$ cat src/hdl/swr_pkg.sv
// ----------------------------------------------------------------------------
// swr_pkg: shared types and constants of the sync word deframer and router
// Holds the frame constants, the result word type and the burst group type
// passed from the frame tracker to the output buffer.
// ----------------------------------------------------------------------------
package swr_pkg;

    localparam logic [15:0] SYNC_WORD       = 16'hFEED;
    localparam logic [15:0] BUTTON_PROTOCOL = 16'd8;
    localparam logic [11:0] MAX_LEN_RESET   = 12'd2048;
    localparam logic [11:0] FOOTER_BYTES    = 12'd2;

    // Largest number of result words one input word can cause
    localparam int BURST_LEN = 6;
    // Output buffer depth: one full group behind one waiting word
    localparam int BUF_LEN   = BURST_LEN + 1;
    localparam int CNT_W     = $clog2(BUF_LEN + 1);

    localparam logic KIND_FWD    = 1'b0;
    localparam logic KIND_BUTTON = 1'b1;

    typedef struct packed {
        logic       kind;
        logic [7:0] data;
        logic       last;
    } t_result;

    typedef struct packed {
        logic [CNT_W-1:0]           cnt;
        t_result [BURST_LEN-1:0]    items;
    } t_burst;

endpackage

$ cat src/hdl/sync_word_packet_deframer_router.sv
// ----------------------------------------------------------------------------
// sync_word_packet_deframer_router: sync word deframer and router
// Output: a result word is registered in the output buffer before it shows.
// Throughput: one input word per cycle while o_ready; a header replay emits
//   six result words and drops o_ready until one word at most is left.
// Reset: synchronous, active low; hunts for sync, limit back to 2048.
// ----------------------------------------------------------------------------
module sync_word_packet_deframer_router (
    input  logic        i_clk,
    input  logic        i_rst_n,
    input  logic        i_valid,
    output logic        o_ready,
    input  logic [7:0]  i_in_byte,
    output logic        o_valid,
    input  logic        i_ready,
    output logic        o_out_kind,
    output logic [7:0]  o_out_byte,
    output logic        o_last_of_run,
    input  logic        i_cfg_we,
    input  logic [11:0] i_cfg_data
);

    logic [11:0]      r_max_len;
    logic             accept;
    swr_pkg::t_burst  burst;
    swr_pkg::t_result head;

    assign accept = i_valid && o_ready;

    // Hold the payload length limit
    always_ff @(posedge i_clk) begin
        if (!i_rst_n) begin
            r_max_len <= swr_pkg::MAX_LEN_RESET;
        end else if (i_cfg_we) begin
            r_max_len <= i_cfg_data;
        end
    end

    swr_frame u_frame (
        .i_clk     (i_clk),
        .i_rst_n   (i_rst_n),
        .i_accept  (accept),
        .i_in_byte (i_in_byte),
        .i_max_len (r_max_len),
        .o_burst   (burst)
    );

    swr_outbuf u_outbuf (
        .i_clk   (i_clk),
        .i_rst_n (i_rst_n),
        .i_load  (accept),
        .i_burst (burst),
        .i_ready (i_ready),
        .o_valid (o_valid),
        .o_head  (head),
        .o_room  (o_ready)
    );

    assign o_out_kind    = head.kind;
    assign o_out_byte    = head.data;
    assign o_last_of_run = head.last;

endmodule

$ cat src/hdl/swr_frame.sv
// ----------------------------------------------------------------------------
// swr_frame: frame tracker
// Walks sync, protocol, length, payload and footer one word at a time and
// forms the group of result words that each accepted word causes.
// ----------------------------------------------------------------------------
module swr_frame (
    input  logic               i_clk,
    input  logic               i_rst_n,
    input  logic               i_accept,
    input  logic [7:0]         i_in_byte,
    input  logic [11:0]        i_max_len,
    output swr_pkg::t_burst    o_burst
);

    typedef enum logic [2:0] {
        PH_SYNC_HI,
        PH_SYNC_LO,
        PH_PROTO_HI,
        PH_PROTO_LO,
        PH_LEN_HI,
        PH_LEN_LO,
        PH_PAYLOAD,
        PH_FOOTER
    } t_phase;

    t_phase      r_phase,   n_phase;
    logic [7:0]  r_held,    n_held;
    logic [15:0] r_proto,   n_proto;
    logic [11:0] r_len,     n_len;
    logic [11:0] r_remain,  n_remain;
    logic [7:0]  r_button,  n_button;

    logic        is_button;
    logic [15:0] word;
    logic        remain_last;

    assign is_button   = (r_proto == swr_pkg::BUTTON_PROTOCOL);
    assign word        = {r_held, i_in_byte};
    assign remain_last = (r_remain <= 12'd1);

    // Advance the frame phase and build the result group
    always_comb begin
        n_phase  = r_phase;
        n_held   = r_held;
        n_proto  = r_proto;
        n_len    = r_len;
        n_remain = r_remain;
        n_button = r_button;
        o_burst  = '0;
        if (i_accept) begin
            case (r_phase)
                PH_SYNC_HI: begin
                    n_held  = i_in_byte;
                    n_phase = PH_SYNC_LO;
                end
                PH_SYNC_LO: begin
                    // drop both words on a bad sync pair
                    n_phase = (word == swr_pkg::SYNC_WORD) ? PH_PROTO_HI : PH_SYNC_HI;
                end
                PH_PROTO_HI: begin
                    n_held  = i_in_byte;
                    n_phase = PH_PROTO_LO;
                end
                PH_PROTO_LO: begin
                    n_proto = word;
                    n_phase = PH_LEN_HI;
                end
                PH_LEN_HI: begin
                    n_held  = i_in_byte;
                    n_phase = PH_LEN_LO;
                end
                PH_LEN_LO: begin
                    if (word > {4'd0, i_max_len}) begin
                        // drop the whole header and hunt again
                        n_phase = PH_SYNC_HI;
                    end else begin
                        n_len = word[11:0];
                        if (!is_button) begin
                            // replay the header as one burst
                            o_burst.cnt      = swr_pkg::CNT_W'(swr_pkg::BURST_LEN);
                            o_burst.items[0] = '{swr_pkg::KIND_FWD,
                                                 swr_pkg::SYNC_WORD[15:8], 1'b0};
                            o_burst.items[1] = '{swr_pkg::KIND_FWD,
                                                 swr_pkg::SYNC_WORD[7:0], 1'b0};
                            o_burst.items[2] = '{swr_pkg::KIND_FWD, r_proto[15:8], 1'b0};
                            o_burst.items[3] = '{swr_pkg::KIND_FWD, r_proto[7:0], 1'b0};
                            o_burst.items[4] = '{swr_pkg::KIND_FWD, r_held, 1'b0};
                            o_burst.items[5] = '{swr_pkg::KIND_FWD, i_in_byte, 1'b1};
                        end
                        if (word[11:0] == 12'd0) begin
                            n_remain = swr_pkg::FOOTER_BYTES;
                            n_phase  = PH_FOOTER;
                        end else begin
                            n_remain = word[11:0];
                            n_phase  = PH_PAYLOAD;
                        end
                    end
                end
                PH_PAYLOAD: begin
                    if (is_button) begin
                        n_button = i_in_byte;
                    end else begin
                        o_burst.cnt      = swr_pkg::CNT_W'(1);
                        o_burst.items[0] = '{swr_pkg::KIND_FWD, i_in_byte, 1'b1};
                    end
                    if (remain_last) begin
                        n_remain = swr_pkg::FOOTER_BYTES;
                        n_phase  = PH_FOOTER;
                    end else begin
                        n_remain = r_remain - 12'd1;
                    end
                end
                PH_FOOTER: begin
                    if (!is_button) begin
                        o_burst.cnt      = swr_pkg::CNT_W'(1);
                        o_burst.items[0] = '{swr_pkg::KIND_FWD, i_in_byte, 1'b1};
                    end
                    if (remain_last) begin
                        n_remain = 12'd0;
                        n_phase  = PH_SYNC_HI;
                        // report the button state once the footer completes, if the payload was one byte
                        if (is_button && r_len == 12'd1) begin
                            o_burst.cnt      = swr_pkg::CNT_W'(1);
                            o_burst.items[0] = '{swr_pkg::KIND_BUTTON, r_button, 1'b1};
                        end
                    end else begin
                        n_remain = r_remain - 12'd1;
                    end
                end
                default: begin
                    n_phase = PH_SYNC_HI;
                end
            endcase
        end
    end

    // Hold frame state
    always_ff @(posedge i_clk) begin
        if (!i_rst_n) begin
            r_phase  <= PH_SYNC_HI;
            r_held   <= '0;
            r_proto  <= '0;
            r_len    <= '0;
            r_remain <= '0;
            r_button <= '0;
        end else begin
            r_phase  <= n_phase;
            r_held   <= n_held;
            r_proto  <= n_proto;
            r_len    <= n_len;
            r_remain <= n_remain;
            r_button <= n_button;
        end
    end

endmodule

$ cat src/hdl/swr_outbuf.sv
// ----------------------------------------------------------------------------
// swr_outbuf: result buffer
// Holds the result words of one input word and shifts them out one per
// accepted output handshake. Takes a new group while at most one word waits.
// ----------------------------------------------------------------------------
module swr_outbuf (
    input  logic               i_clk,
    input  logic               i_rst_n,
    input  logic               i_load,
    input  swr_pkg::t_burst    i_burst,
    input  logic               i_ready,
    output logic               o_valid,
    output swr_pkg::t_result   o_head,
    output logic               o_room
);

    swr_pkg::t_result [swr_pkg::BUF_LEN-1:0] r_item, n_item, kept_item;
    logic [swr_pkg::CNT_W-1:0]               r_cnt,  n_cnt,  kept_cnt;
    logic                                    pop;

    assign o_valid = (r_cnt != '0);
    assign o_head  = r_item[0];
    assign pop     = o_valid && i_ready;
    // room for a new group behind at most one waiting word
    assign o_room  = (r_cnt <= swr_pkg::CNT_W'(1));

    // Advance the queue, then append a new group behind what is left
    always_comb begin
        kept_item = r_item;
        kept_cnt  = r_cnt;
        if (pop) begin
            for (int k = 0; k < swr_pkg::BUF_LEN - 1; k++) begin
                kept_item[k] = r_item[k + 1];
            end
            kept_item[swr_pkg::BUF_LEN-1] = '0;
            kept_cnt = r_cnt - swr_pkg::CNT_W'(1);
        end
        n_item = kept_item;
        n_cnt  = kept_cnt;
        if (i_load) begin
            if (kept_cnt == '0) begin
                n_item[swr_pkg::BURST_LEN-1:0] = i_burst.items;
            end else begin
                n_item[swr_pkg::BUF_LEN-1:1] = i_burst.items;
            end
            n_cnt = kept_cnt + i_burst.cnt;
        end
    end

    always_ff @(posedge i_clk) begin
        if (!i_rst_n) begin
            r_cnt <= '0;
        end else begin
            r_cnt <= n_cnt;
        end
    end

    always_ff @(posedge i_clk) begin
        r_item <= n_item;
    end

endmodule

$ cat config.mk
export PLATFORM = sky130hd
export DESIGN_NAME = sync_word_packet_deframer_router
export DESIGN_NICKNAME = d
export VERILOG_FILES = /design/src/hdl/swr_pkg.sv /design/src/hdl/sync_word_packet_deframer_router.sv /design/src/hdl/swr_frame.sv /design/src/hdl/swr_outbuf.sv
export SDC_FILE = /design/constraint.sdc
export NUM_CORES = 1
export LEC_CHECK = 0
export BUFFER_PORTS_ARGS = -buffer_cell sky130_fd_sc_hd__buf_2
export CAP_MARGIN = 20
export CORE_UTILIZATION = 55
export CTS_CLUSTER_DIAMETER = 50
export DETAILED_ROUTE_END_ITERATION = 8
export GPL_TIMING_DRIVEN = 0
export PLACE_DENSITY_LB_ADDON = 0.05
export SLEW_MARGIN = 20
export SYNTH_ARGS = -nofsm -noshare
export SYNTH_HDL_FRONTEND = slang
export SYNTH_SLANG_ARGS = --single-unit
$ cat constraint.sdc
create_clock -name i_clk -period 4.9 [get_ports i_clk]
set_clock_uncertainty 0.1 [all_clocks]
set_input_delay 0.49 -clock i_clk [delete_from_list [all_inputs] [get_ports i_clk]]
set_output_delay 0.49 -clock i_clk [all_outputs]
set_load 0.01 [all_outputs]
Word level (Yosys, flattened, before mapping)

Index checks and enable logic that the tools add are counted.

Register bits after elaboration: 144
Bits of input ports: 25
Output and inout port bits: 12
Word-level logic and storage cells: 95

Add/subtract/negate cells: 3
$lt $le $gt $ge: 3
Eq/ne operators: 13
Multiplexer cells: 30
Bitwise operators: 1
Reduce and logical (&&, ||, !) cells: 16

Operators by type and width:

| cell                  | number |
|---|---|
| $mux 63               | 3 |
| $mux 70               | 2 |
| $mux 50               | 2 |
| $mux 12               | 4 |
| $mux 10               | 4 |
| $pmux 12 s3           | 1 |
| $pmux 10 s3           | 1 |
| $pmux 3 s8            | 1 |
| $mux 3                | 6 |
| $eq 16x16->1 const B  | 1 |
| $eq 16x4->1 const B   | 1 |
| $gt 16x12->1          | 1 |
| $eq 12x1->1 const B   | 1 |
| $eq 3x3->1 const B    | 4 |
| $le 12x1->1 const B   | 1 |
| $logic_not 12->1      | 1 |
| $reduce_and 3->1      | 4 |
| $sub 12x1->12 const B | 1 |
| $mux 9                | 1 |
| $pmux 3 s3            | 1 |
| $eq 3x2->1 const B    | 2 |
| $logic_not 3->1       | 2 |
| $reduce_bool 3->1     | 2 |
| $ne 2x1->1 const B    | 2 |
| other kinds (12)      | 17 |

Logic depth before layout (Yosys ltp)

Gate-level depths: netlist of the first run.

Depth in word-level cells: 8
Mapped depth: 15
Gate-level depth less buffers: 15

By module

Synthesis of the first run repeated with hierarchy kept, for this count alone.

Cells, all modules: 896
Area total of the unflattened synthesis: 8122.8 um2

By module, submodules not included:

| module                           | instances | cells an instance | area an instance (um2) | seq. area each (um2) |
|---|---|---|---|---|
| swr_outbuf                       | 1         | 419               | 4105.2                 | 1961.9 |
| swr_frame                        | 1         | 438               | 3563.4                 | 1181.1 |
| sync_word_packet_deframer_router | 1         | 39                | 454.2                  | 240.2 |

Least setup slack after synthesis of the first run

Ideal clock, no wire load.

Path kind: reg2reg
Start: register u_frame.r_remain[6]
End: register u_outbuf.r_cnt[2] in the netlist's numbering
Setup time: 0.065 ns
Arrival time: 3.296 ns
Required time: 4.735 ns
Path slack: 1.439 ns
Cell stages (with the launch flop): 13
Path buffers: 0
Clock period less this slack: 3.461 ns
Cell sequence: dfxtp_1 > or4_4 > or3_4 > nor4_4 > a21oi_1 > nor2_1 > ha_1 > inv_1 > fa_1 > nand2b_1 > or3_1 > mux2_2 > nand4b_1

Cells in the longest elaborated chain, start to end: 6

Ends and longest elaborated chain:

| item                     | line             | RTL |
|---|---|---|
| start: declaration       | swr_frame.sv:30  | `logic [11:0] r_remain, n_remain;` |
| start signal: assignment | swr_frame.sv:151 | `r_remain <= n_remain;` |
| $le 12x1->1              | swr_frame.sv:39  | `assign remain_last = (r_remain <= 12'd1);` |
| $mux 3                   | swr_frame.sv:118 | `if (remain_last) begin` |
| $pmux 3 s3               | swr_frame.sv:51  | `case (r_phase)` |
| $mux 63                  | swr_frame.sv:50  | `if (i_accept) begin` |
| $add 3x3->3              | swr_outbuf.sv:46 | `n_cnt = kept_cnt + i_burst.cnt;` |
| $mux 3                   | swr_outbuf.sv:40 | `if (i_load) begin` |
| end signal: assignment   | swr_outbuf.sv:54 | `r_cnt <= n_cnt;` |
| end: declaration         | swr_outbuf.sv:18 | `logic [swr_pkg::CNT_W-1:0] r_cnt, n_cnt, kept_cnt;` |

Every way passes these cells.
A chain may end at the register's enable or synchronous reset.

Worst setup path in the final report of the first run

Same ends and word-level chain as after synthesis.

==> metrics, run 1 <==
Routed WL=a little under 20000 µm; Skew-Pair Late Insertion Delay=0.42 ns; Layout fillers=around 1100; CTS Buffer Depth=2; routed vias/inst=between 6 and 7; total power=4088 µW; RSZ-0062 raised after global routing=no; asr flop ratio synth=0%; Buffers on Ports=35; Tcrit/Tclk final=approximately four fifths; top-area cell type share of the netlist area=26.07%; YS warnings=0; Avg WL per Cell=19.23 µm; Core Footprint=about 0.013 mm²; LEAKAGE=0.003414 µW; total grt overflow=0; CTS root buf=clkbuf_16; Die Y=116.6 µm; outcome=finished clean; CP arrival=4.19 ns; final hold viol count=0; Mapped Nets=about 820; CTS resizes=0; Die X=116.6 µm; CTS Hold Bufs=0; worst hold start=i_cfg_data[11]; Cell Pwr Density=approximately 500 mW/mm²; Yosys cell types=65; CTS tree=yes; worst hold path class=input pin to flip-flop; Final Critical Period=between 3 and 4 ns; Critical Path Slowest Stage Cell=or4_4; largest cells by area after synthesis=dfxtp_1, edfxtp_1, mux2i_1, nand2_1, nor2_1; vias in the first global route=around 5800; clock slew at reported path FFs=about 0.060 ns; Avg Inst Size Synth=9.314 µm²; CTS Buf Count=17; Final GP Congestion=0.9208; GRT Total Usage=30.41%; post-synthesis instance total=just under 800; row cnt=41; Peak VDD IR=~270 µV; die area=approximately 0.014 mm²; Ports=37; R2R setup slack=0.97 ns; DP HPWL=14030 µm; WHS Endpoint=r_max_len[11]; Setup crit end kind=flip-flop; Worst Tran Pin Value=0.7981 ns; Hold Path Depth=3; fmax=between 200 and 300 MHz; Max-Slew Margin vs Limit=46.44%; initial DRC count=611; first-pass detailed-route iteration total=6; crit path max fanout=10; Worst Reg2Reg Path Length in Cells=12; worst path required time=5.16 ns; Post-CTS Setup Repair Bufs=0; Vias=around 6000; NumNets Final=just under 900; first-pass GRT wire length=30620 µm; Multi-input gate area=about 0.0035 mm²; R2R Path End=u_outbuf.r_cnt[2]; Syn-to-layout area delta=13.62%; CP cell instances=or4_4, or3_4, nor4_4, a21oi_1, nor2_1, ha_1, inv_1, fa_1, nand2b_1, or3_1, mux2_2, nand4b_1; Top FF cell, synth=dfxtp_1; #FFs+latches synth=144; Max Slew Vio Count=0; most numerous cell in the Yosys netlist=dfxtp_1; Final ANT Viol Nets=0; Final setup viols=0; crit start category=flip-flop; post-route setup TNS=0 ns; most common library cells after synthesis=dfxtp_1, nand2_1, nor2_1; DRC errors left=0; Post-synth EDFFs=50; Initial Utilization=approximately 57%; CP max stage delay=~0.59 ns; Max-cap violations=0; Reg area=roughly 0.0034 mm²; worst r2r src=u_frame.r_remain[6]; initial antenna violation count=0; n_diodes=0; WS Path Type=flip-flop to flip-flop; cell taking the most area after synthesis=dfxtp_1; largest net degree at the start of global routing=30; H-tree lvl count=4; part of the Yosys area used for sequential elements=between 40% and 50%; Post-Syn Area=0.007218 mm²; share of cells above drive strength 1=roughly an eighth; CTS Sinks=about 140
[through the flow]
stage,hold WS (ns),worst slack (ns),util (%),area (µm²),cells
after floorplan,0.3299,1.439,-,7218,775
after global placement,0.3419,1.078,59.81,7609,982
after detailed placement,0.3504,0.9940,59.98,7631,983
after CTS,0.1713,1.014,64.47,8202,1015
after global routing,0.1886,0.7575,64.47,8202,1015
final,0.1786,0.9669,64.47,8202,1015
[sequential cells by signal, summed over array words and instances (netlist names)]
signal	count
u_frame.r_phase	3
r_max_len	12
u_frame.r_proto	16
u_frame.r_remain	12
u_frame.r_held	8
u_outbuf.r_item	60
u_frame.r_button	8
u_outbuf.o_head	10
u_frame.r_len	12
u_outbuf.r_cnt	3
[critical path, delay by kind of cell (launching register included)]
family / cells / cell delay (ns)
AO/OA/AOI/OAI: 1 / 0.13
buffers and inverters: 1 / 0.05
multiplexers: 1 / 0.28
flip-flops: 1 / 0.36
adder cells (fa/ha/maj): 2 / 0.57
AND/OR/NAND/NOR: 7 / 2.39
[layout make-up]
cell class              instances  area share [%]
plain buffers                  67           3.753
clock buffers                  22           5.919
clock inverters                10           1.037
inverters                      20          0.9153
multi-input cells             544           42.12
flip-flops and latches        144           41.25
well taps                     172           2.624
repair buffers                 36           2.380
[per-layer routing]
layer	share of wire [%]	track usage [%]
met1	44	39.84
met2	47	48.21
met3	6.9	6.798
met4	2.8	13.50
met5	0	0
[cell usage in the layout, fill, tap and decap left out, drive strengths merged, types with 3 or more instances in the layout]
| master | synthesis | final |
|---|---|---|
| and2 | 4 | 4 |
| a211oi | 3 | 3 |
| a31oi | 3 | 3 |
| o211ai | 3 | 3 |
| o31ai | 6 | 6 |
| a22o | 11 | 11 |
| dfxtp | 94 | 94 |
| mux2i | 72 | 72 |
| inv | 20 | 20 |
| nor3 | 15 | 15 |
| nor4 | 9 | 9 |
| or4 | 7 | 7 |
| or3 | 4 | 4 |
| nand3 | 22 | 22 |
| a32oi | 5 | 5 |
| mux2 | 4 | 4 |
| and3 | 33 | 33 |
| nand2b | 4 | 4 |
| clkinv | 0 | 8 |
| nand2 | 87 | 87 |
| buf | 20 | 56 |
| edfxtp | 50 | 50 |
| a2111oi | 3 | 3 |
| clkbuf | 47 | 69 |
| nor2 | 80 | 80 |
| nor4b | 3 | 3 |
| nand4b | 3 | 3 |
| and4 | 3 | 3 |
| a31o | 7 | 7 |
| a21oi | 41 | 41 |
| nand4 | 8 | 8 |
| ha | 18 | 18 |
| o21ai | 59 | 59 |
| xnor2 | 3 | 3 |
[kinds of logic (layout without fill, tap and decap cells)]
group | count (synthesis) | in the layout | synth area share, %
flops | 144 | 144 | 46.87
xor+xnor | 3 | 3 | 0.3641
compound gates | 158 | 158 | 13.95
buf+inv | 87 | 155 | 5.304
mux | 76 | 76 | 10.66
simple gates | 288 | 288 | 19.45
fa+ha+maj | 19 | 19 | 3.398
[report_power, final]
part | total (µW) | internal [µW] | switching, µW
clock network | 1240 | 751 | 492
registers | 1720 | 1600 | 123
logic | 1120 | 411 | 713
[worst max path at each step]
stage                   startpoint                 to  slack (ns)  cells after the start
2_1_floorplan  u_frame.r_remain[6]  u_outbuf.r_cnt[2]        1.44                     12
3_3_place_gp          i_in_byte[0]  u_outbuf.r_cnt[2]        1.08                     13
3_5_place_dp          i_in_byte[0]  u_outbuf.r_cnt[2]        0.99                     13
4_1_cts        u_frame.r_remain[6]  u_outbuf.r_cnt[2]        1.01                     12
5_1_grt        u_frame.r_remain[6]  u_outbuf.r_cnt[2]        0.76                     13
6_report       u_frame.r_remain[6]  u_outbuf.r_cnt[2]        0.97                     12
No activity file was read; power rests on OpenSTA's default activity.
==> run 2: changes to the inputs <==
--- a/config.mk
+++ b/config.mk
@@ -5,6 +5,7 @@
 export SDC_FILE = /design/constraint.sdc
 export NUM_CORES = 1
 export LEC_CHECK = 0
+export ABC_AREA = 1
 export BUFFER_PORTS_ARGS = -buffer_cell sky130_fd_sc_hd__buf_2
 export CAP_MARGIN = 20
 export CORE_UTILIZATION = 55
==> constraint.sdc (replaced) <==
create_clock -name i_clk -period 3.2 [get_ports i_clk]
set_clock_uncertainty 0.1 [all_clocks]
set_input_delay 0.32 -clock i_clk [delete_from_list [all_inputs] [get_ports i_clk]]
set_output_delay 0.32 -clock i_clk [all_outputs]
set_load 0.01 [all_outputs]
==> run 2 against run 1 <==
Sequential share of layout area increased by 1.4 points. Maximum frequency increased by 30%. Global-route usage decreased by 0.081 points. Register-to-register slack got worse by 0.79 ns. First-iteration DRC count fell by 16%. Utilization is 1.1 points higher. Synthesized cell count up 6.5%. Wire length shrank 4.7%. Critical path depth is 4 higher. Cell count is 4.5% higher. Critical path type unchanged. Largest cell class is now registers. Largest power group unchanged.
==> metrics, run 2 <==
DR WL met3=1231 µm (was 1353 µm); CTS Buffer Depth=2 (unchanged); Final GP Congestion=0.9021 (was 0.9208); vias in the first global route=5858 (was 5764); most common library cells after synthesis=nand2_1, dfxtp_1, nand3_1 (was dfxtp_1, nand2_1, nor2_1); most numerous cell in the Yosys netlist=nand2_1 (was dfxtp_1); GRT Total Usage=30.32% (was 30.41%); Setup crit end kind=flip-flop (unchanged); Yosys cell types=46 (was 65); crit path max fanout=10 (unchanged); Post-Syn Area=0.006888 mm² (was 0.007218 mm²); CTS root buf=clkbuf_16 (unchanged); commonest non-fill, non-tap cells in the layout=nand2_1, dfxtp_1, nand3_1, a21oi_1, inv_1 (was dfxtp_1, nand2_1, nor2_1, mux2i_1, o21ai_0); DRC errors left=0 (unchanged); Routed WL=18610 µm (was 19520 µm); CTS Hold Bufs=0 (unchanged); part of the Yosys area used for sequential elements=49.12% (was 46.87%); top-area cell type share of the netlist area=27.32% (was 26.07%); total grt overflow=0 (unchanged); Peak VDD IR=355.7 µV (was 265.1 µV); WS Path Type=flip-flop to flip-flop (unchanged); crit start category=flip-flop (unchanged); Largest regs=u_outbuf.r_item: 60 flops, u_frame.r_proto: 16 flops (unchanged); post-synthesis instance total=825 (was 775); R2R setup slack=0.17 ns (was 0.97 ns); largest net degree at the start of global routing=27 (was 30); hold slack=0.01106 ns (was 0.1786 ns); worst hold path class=input pin to flip-flop (unchanged); row cnt=40 (was 41); Initial Utilization=56.87% (was 56.74%); die area=0.01297 mm² (was 0.01359 mm²); Post-Place Worst Slack=0.007518 ns (was 0.9940 ns); CP arrival=3.29 ns (was 4.19 ns); initial DRC count=512 (was 611); Avg Inst Size Synth=8.349 µm² (was 9.314 µm²); Final setup viols=0 (unchanged); H-tree lvl count=4 (unchanged); CP dominant cell by count=nor2_1; final setup margin=0.1735 ns (was 0.9669 ns); Worst Tran Pin Value=0.5836 ns (was 0.7981 ns); YS warnings=0 (unchanged); met1 WL=7695 µm (was 8503 µm); fmax=330.4 MHz (was 254.3 MHz); asr flop ratio synth=0% (unchanged); DP HPWL=13450 µm (was 14030 µm); #FFs+latches synth=144 (unchanged); Layout fillers=1081 (was 1110); share of cells above drive strength 1=11.98% (was 13.05%); cell taking the most area after synthesis=dfxtp_1 (unchanged); CTS tree=yes (unchanged); Cell Pwr Density=814.3 mW/mm² (was 498.4 mW/mm²); max layer used=met4 (unchanged); Mapped Nets=869 (was 819); Critical Path Slowest Stage Cell=fa_1 (was or4_4); Reg area=0.003383 mm² (unchanged); worst path required time=3.46 ns (was 5.16 ns); Tcrit/Tclk final=94.58% (was 80.27%); max FFs per register=60 (unchanged); Max-Slew Margin vs Limit=61.09% (was 46.44%); CP cell instances=inv_1, ha_1, or2_2, nand4_1, nor3_2, clkbuf_4, nor2_1, nor2_2, ha_1, inv_1, fa_1, nand2_1, nand2_1, nor2_1, nor2_1, nor2_1 (was or4_4, or3_4, nor4_4, a21oi_1, nor2_1, ha_1, inv_1, fa_1, nand2b_1, or3_1, mux2_2, nand4b_1); Post-synth EDFFs=50 (unchanged); Die Y=113.9 µm (was 116.6 µm); first-pass GRT wire length=29460 µm (was 30620 µm); Max-cap violations=0 (unchanged); Top reg by flops=u_outbuf.r_item (unchanged); Buffers on Ports=35 (unchanged); NumNets Final=924 (was 874); largest cells by area after synthesis=dfxtp_1, edfxtp_1, nand2_1, nand3_1, a21oi_1 (was dfxtp_1, edfxtp_1, mux2i_1, nand2_1, nor2_1); initial antenna violation count=0 (unchanged); RSZ-0062 raised after global routing=yes (was no); final hold viol count=0 (unchanged); LEAKAGE=0.003171 µW (was 0.003414 µW); Die X=113.9 µm (was 116.6 µm); CP delay by family, top=simple AND/OR/NAND/NOR gates (unchanged); Avg WL per Cell=17.54 µm (was 19.23 µm); DR WL met2=9150 µm (was 9111 µm); Syn-to-layout area delta=15.24% (was 13.62%); Max Slew Vio Count=0 (unchanged); routed vias/inst=5.750 (was 6.025); total power=6464 µW (was 4088 µW); CTS Buf Count=17 (unchanged); clock slew at reported path FFs=0.06 ns (about the same); Bufs and invs on worst path=3 (was 1); post-route setup TNS=0 ns (unchanged); Core Footprint=0.01211 mm² (was 0.01272 mm²); CP max stage delay=0.40 ns (was 0.59 ns); n_diodes=0 (unchanged); Final ANT Viol Nets=0 (unchanged); Ports=37 (unchanged); Skew-Pair Late Insertion Delay=0.43 ns (was 0.42 ns); Final Critical Period=3.027 ns (was 3.933 ns); first-pass detailed-route iteration total=6 (unchanged); commonest non-fill, non-tap cell in the layout=nand2_1 (was dfxtp_1); final core occ=65.54% (was 64.47%); Top FF cell, synth=dfxtp_1 (unchanged); outcome=finished clean (unchanged); Multi-input gate area=0.002983 mm² (was 0.003455 mm²); Vias=6101 (was 6115); CTS Sinks=144 (unchanged)
## run 2: kinds of logic after synthesis
group	count (synthesis)	synth area share (%)
and+or+nand+nor	319	21.04
AOI/OAI and AO/OA	205	17.22
DFF	144	49.12
buffers and inverters	129	7.793
adders and majority gates	19	3.560
xor gates and xnor gates	8	1.126
muxes	1	0.1453
## run 2: stage by stage
step	cell area, µm²	instances
floorplan	6888	825
global placement	7273	1028
detailed placement	7303	1029
CTS	7926	1061
global route	7938	1061
finish	7938	1061
## run 2: metal layers
layer	GRT usage (%)	vias up
met1	37.19	2845
li1	-	2950
met3	5.260	50
met4	13.16	0
met5	0	-
met2	52.60	256
## run 2: power by group
part	switching, µW	total, µW	leakage [µW]	internal [µW]
logic	1170	1720	0.00159	552
clock network	731	2070	0.000304	1340
registers	212	2670	0.00128	2460
total	2110	6460	0.00317	4350
## run 2: worst reg2reg max path: stages, from the launching register on
cell	delay (ns)
dfxtp_1	0.32
inv_1	0.11
ha_1	0.26
or2_2	0.16
nand4_1	0.15
nor3_2	0.28
clkbuf_4	0.26
nor2_1	0.10
nor2_2	0.18
ha_1	0.18
inv_1	0.05
fa_1	0.40
nand2_1	0.11
nand2_1	0.06
nor2_1	0.09
nor2_1	0.04
nor2_1	0.11
## run 2: cell type report
| class | instances | share of cell area [%] |
|---|---|---|
| Sequential cell | 144 | 42.62 |
| Multi-Input combinational cell | 552 | 37.58 |
| Clock buffer | 27 | 6.526 |
| Inverter | 82 | 3.878 |
| Buffer | 47 | 2.932 |
| Tap cell | 168 | 2.648 |
| Timing Repair Buffer | 36 | 2.554 |
| Clock inverter | 5 | 1.261 |
## run 2: worst paths after layout
check / from / to / cells after the start
worst max-delay path: u_frame.r_remain[1] / u_outbuf.r_cnt[2] / 16
worst min-delay path: i_cfg_data[11] / r_max_len[11] / 3
worst max register to register: u_frame.r_remain[1] / u_outbuf.r_cnt[2] / 16
worst min register to register: u_outbuf.r_item[69] / u_outbuf.r_item[69] / 2
## run 2: what timing repair did
action | 4_1_cts | 5_1_grt
setup buffers | 0 | 0
setup endpoints to repair | 26 | 27
gates resized for setup | 1 | 4
==> run 3: changes to the inputs <==
--- a/config.mk
+++ b/config.mk
@@ -5,7 +5,6 @@
 export SDC_FILE = /design/constraint.sdc
 export NUM_CORES = 1
 export LEC_CHECK = 0
-export ABC_AREA = 1
 export BUFFER_PORTS_ARGS = -buffer_cell sky130_fd_sc_hd__buf_2
 export CAP_MARGIN = 20
 export CORE_UTILIZATION = 55
==> run 3 against run 2 <==
The run now ends with negative setup slack left. Flip-flop and latch count unchanged. Non-clock buffer count increased by 24. Clock power decreased by 12%. Total power decreased by 3.8%. Die area increased by 4.7%. Critical endpoint unchanged. Largest power group unchanged. Highest routed layer unchanged.
==> metrics, run 3 (synthesized netlist as in run 1, its figures left out) <==
outcome=finished with violations (was finished clean); failing checks=negative setup slack; DRC errors left=0 (unchanged); CP max stage delay=0.62 ns (was 0.40 ns); share of cells above drive strength 1=15.35% (was 11.98%); CTS tree=yes (unchanged); placed insts=983 (was 1029); NumNets Final=878 (was 924); GRT Total Usage=30.89% (was 30.32%); CTS Buffer Depth=2 (unchanged); Avg WL per Cell=19.73 µm (was 17.54 µm); Worst Reg2Reg Path Length in Cells=9 (was 16); sw frac=34.30% (was 32.71%); commonest non-fill, non-tap cell in the layout=dfxtp_1 (was nand2_1); Top reg by flops=u_outbuf.r_item (unchanged); Largest regs=u_outbuf.r_item: 60 flops, u_frame.r_proto: 16 flops (unchanged); Die Y=116.6 µm (was 113.9 µm); Skew-Pair Late Insertion Delay=0.43 ns (about the same); Ports=37 (unchanged); Final ANT Viol Nets=0 (unchanged); DP HPWL=14120 µm (was 13450 µm); R2R Path End=u_outbuf.r_cnt[2] (unchanged); Buffers on Ports=35 (unchanged); n_diodes=0 (unchanged); first-pass detailed-route iteration total=5 (was 6); clock slew at reported path FFs=0.06 ns (about the same); initial DRC count=669 (was 512); fmax=294.1 MHz (was 330.4 MHz); Cell Pwr Density=751.8 mW/mm² (was 814.3 mW/mm²); CTS Sinks=144 (unchanged); total grt overflow=0 (unchanged); CTS root buf=clkbuf_16 (unchanged); routed vias/inst=6.090 (was 5.750); WHS Endpoint=r_max_len[2] (was r_max_len[11]); commonest non-fill, non-tap cells in the layout=dfxtp_1, nand2_1, nor2_1, mux2i_1, o21ai_0 (was nand2_1, dfxtp_1, nand3_1, a21oi_1, inv_1); worst hold start=i_cfg_data[2] (was i_cfg_data[11]); initial antenna violation count=0 (unchanged); Critical Path Slowest Stage Cell=or4_1 (was fa_1); crit path max fanout=5 (was 10); Initial Utilization=56.74% (was 56.87%); worst r2r src=u_frame.r_held[4] (was u_frame.r_remain[1]); Max-Slew Margin vs Limit=44.41% (was 61.09%); Peak VDD IR=369.9 µV (was 355.7 µV); crit start category=flip-flop (unchanged); CP cell instances=or4_1, a211o_2, o31ai_4, nand4_1, fa_2, nand2b_4, or3_1, mux2_2, nand4b_1 (was inv_1, ha_1, or2_2, nand4_1, nor3_2, clkbuf_4, nor2_1, nor2_2, ha_1, inv_1, fa_1, nand2_1, nand2_1, nor2_1, nor2_1, nor2_1); die area=0.01359 mm² (was 0.01297 mm²); Final GP Congestion=0.9005 (was 0.9021); switching pwr=2132 µW (was 2115 µW); Bufs and invs on worst path=0 (was 3); final hold viol count=0 (unchanged); Vias=6206 (was 6101); LEAKAGE=0.003443 µW (was 0.003171 µW); RSZ-0062 raised after global routing=yes (unchanged); final setup margin=-0.2002 ns (was 0.1735 ns); clock power share=29.3% (was 32.1%); Die X=116.6 µm (was 113.9 µm); max FFs per register=60 (unchanged); WS Path Type=flip-flop to flip-flop (unchanged); H-tree lvl count=4 (unchanged); Syn-to-layout area delta=14.58% (was 15.24%); Comb power frac=28.5% (was 26.7%); row cnt=41 (was 40); Reg power frac=42.3% (was 41.3%); Setup crit end kind=flip-flop (unchanged); total power=6218 µW (was 6464 µW); first-pass GRT wire length=30930 µm (was 29460 µm); internal power=4085 µW (was 4349 µW); post-route insts no fill=1019 (was 1061); Tcrit/Tclk final=106.3% (was 94.58%); largest net degree at the start of global routing=31 (was 27); Max-cap violations=0 (unchanged); worst path required time=3.47 ns (was 3.46 ns); Core Footprint=0.01272 mm² (was 0.01211 mm²); CP arrival=3.67 ns (was 3.29 ns); Final Critical Period=3.400 ns (was 3.027 ns); CP delay by family, top=simple AND/OR/NAND/NOR gates (unchanged); vias in the first global route=5877 (was 5858); Hold Path Depth=3 (unchanged); Final setup viols=1 (was 0); Max Slew Vio Count=0 (unchanged); Worst Tran Pin Value=0.8325 ns (was 0.5836 ns); R2R setup slack=-0.20 ns (was 0.17 ns); worst hold path class=input pin to flip-flop (unchanged); CTS Buf Count=17 (unchanged); Routed WL=20110 µm (was 18610 µm)
[run 3: cell count changes in the layout (fill, tap and decap cells not counted), moves of 28 or more]
cell     change
a21oi_1     -41
nor2_1      +29
and3_1      +28
nand2_1     -58
mux2i_1     +71
nand3_1     -62
inv_1       -53
[run 3: worst register-to-register path, stage by stage (launching register included)]
cell and delay (ns):
dfxtp_1 0.35, or4_1 0.62, a211o_2 0.43, o31ai_4 0.31, nand4_1 0.25, fa_2 0.46
nand2b_4 0.15, or3_1 0.32, mux2_2 0.27, nand4b_1 0.09
[run 3: through the flow]
stage | hold slack [ns] | instance area (µm²) | setup slack (ns) | utilization [%] | TNS [ns]
4_1_cts | 0.009268 | 8239 | -0.2955 | 64.76 | -0.2955
5_1_grt | 0.01787 | 8270 | -0.2794 | 65.01 | -0.2794
3_3_place_gp | 0.3429 | 7611 | -0.5183 | 59.82 | -16.70
6_report | 0.02369 | 8270 | -0.2002 | 65.01 | -0.2002
2_1_floorplan | 0.3299 | 7221 | -0.08489 | - | -0.08489
3_5_place_dp | 0.3517 | 7634 | -0.5919 | 60.00 | -2.651
[run 3: power by group through the flow]
stage          logic, µW  registers (µW)  clock network [µW]
3_5_place_dp        1720            2660                   0
2_1_floorplan       1200            2600                   0
3_3_place_gp        1630            2670                   0
6_report            1770            2630                1820
4_1_cts             1740            2620                1840
5_1_grt             1940            2660                1930
[run 3: worst max-delay path by stage]
| stage | to | start | cells after the start |
|---|---|---|---|
| final | u_outbuf.r_cnt[2] | u_frame.r_held[4] | 9 |
| after global routing | u_outbuf.r_cnt[2] | u_frame.r_remain[7] | 13 |
| after floorplan | u_outbuf.r_cnt[2] | u_frame.r_remain[7] | 12 |
| after global placement | u_outbuf.r_cnt[2] | u_frame.r_held[0] | 11 |
| after CTS | u_outbuf.r_cnt[2] | u_frame.r_remain[7] | 12 |
| after detailed placement | u_outbuf.r_cnt[2] | u_frame.r_held[0] | 11 |
[run 3: what timing repair did]
item                                   4_1_cts  5_1_grt
endpoints found under the hold margin        1        0
setup buffers                                5        0
gates resized for setup                      7       13
hold buffers                                 1        0
pin swaps                                    6        2
setup endpoints to repair                   17       25
gates cloned                                 0        0
[run 3: final cells by class]
type	instances	area, µm²
Inverter	20	75.07
Clock buffer	17	425.4
Multi-Input combinational cell	544	3507
Buffer	65	302.8
Sequential cell	144	3388
Fill cell	1106	4452
Timing Repair Buffer	42	242.7
Tap cell	172	215.2
Clock inverter	15	113.9
[run 3: metal layers]
layer  vias to the layer above  GRT usage, %  routed length, µm
met5                         -             0                  0
met4                         0         13.25                511
met3                        46         5.760               1431
met2                       259         48.56               9224
met1                      2984         41.76               8938
li1                       2917             -                  -
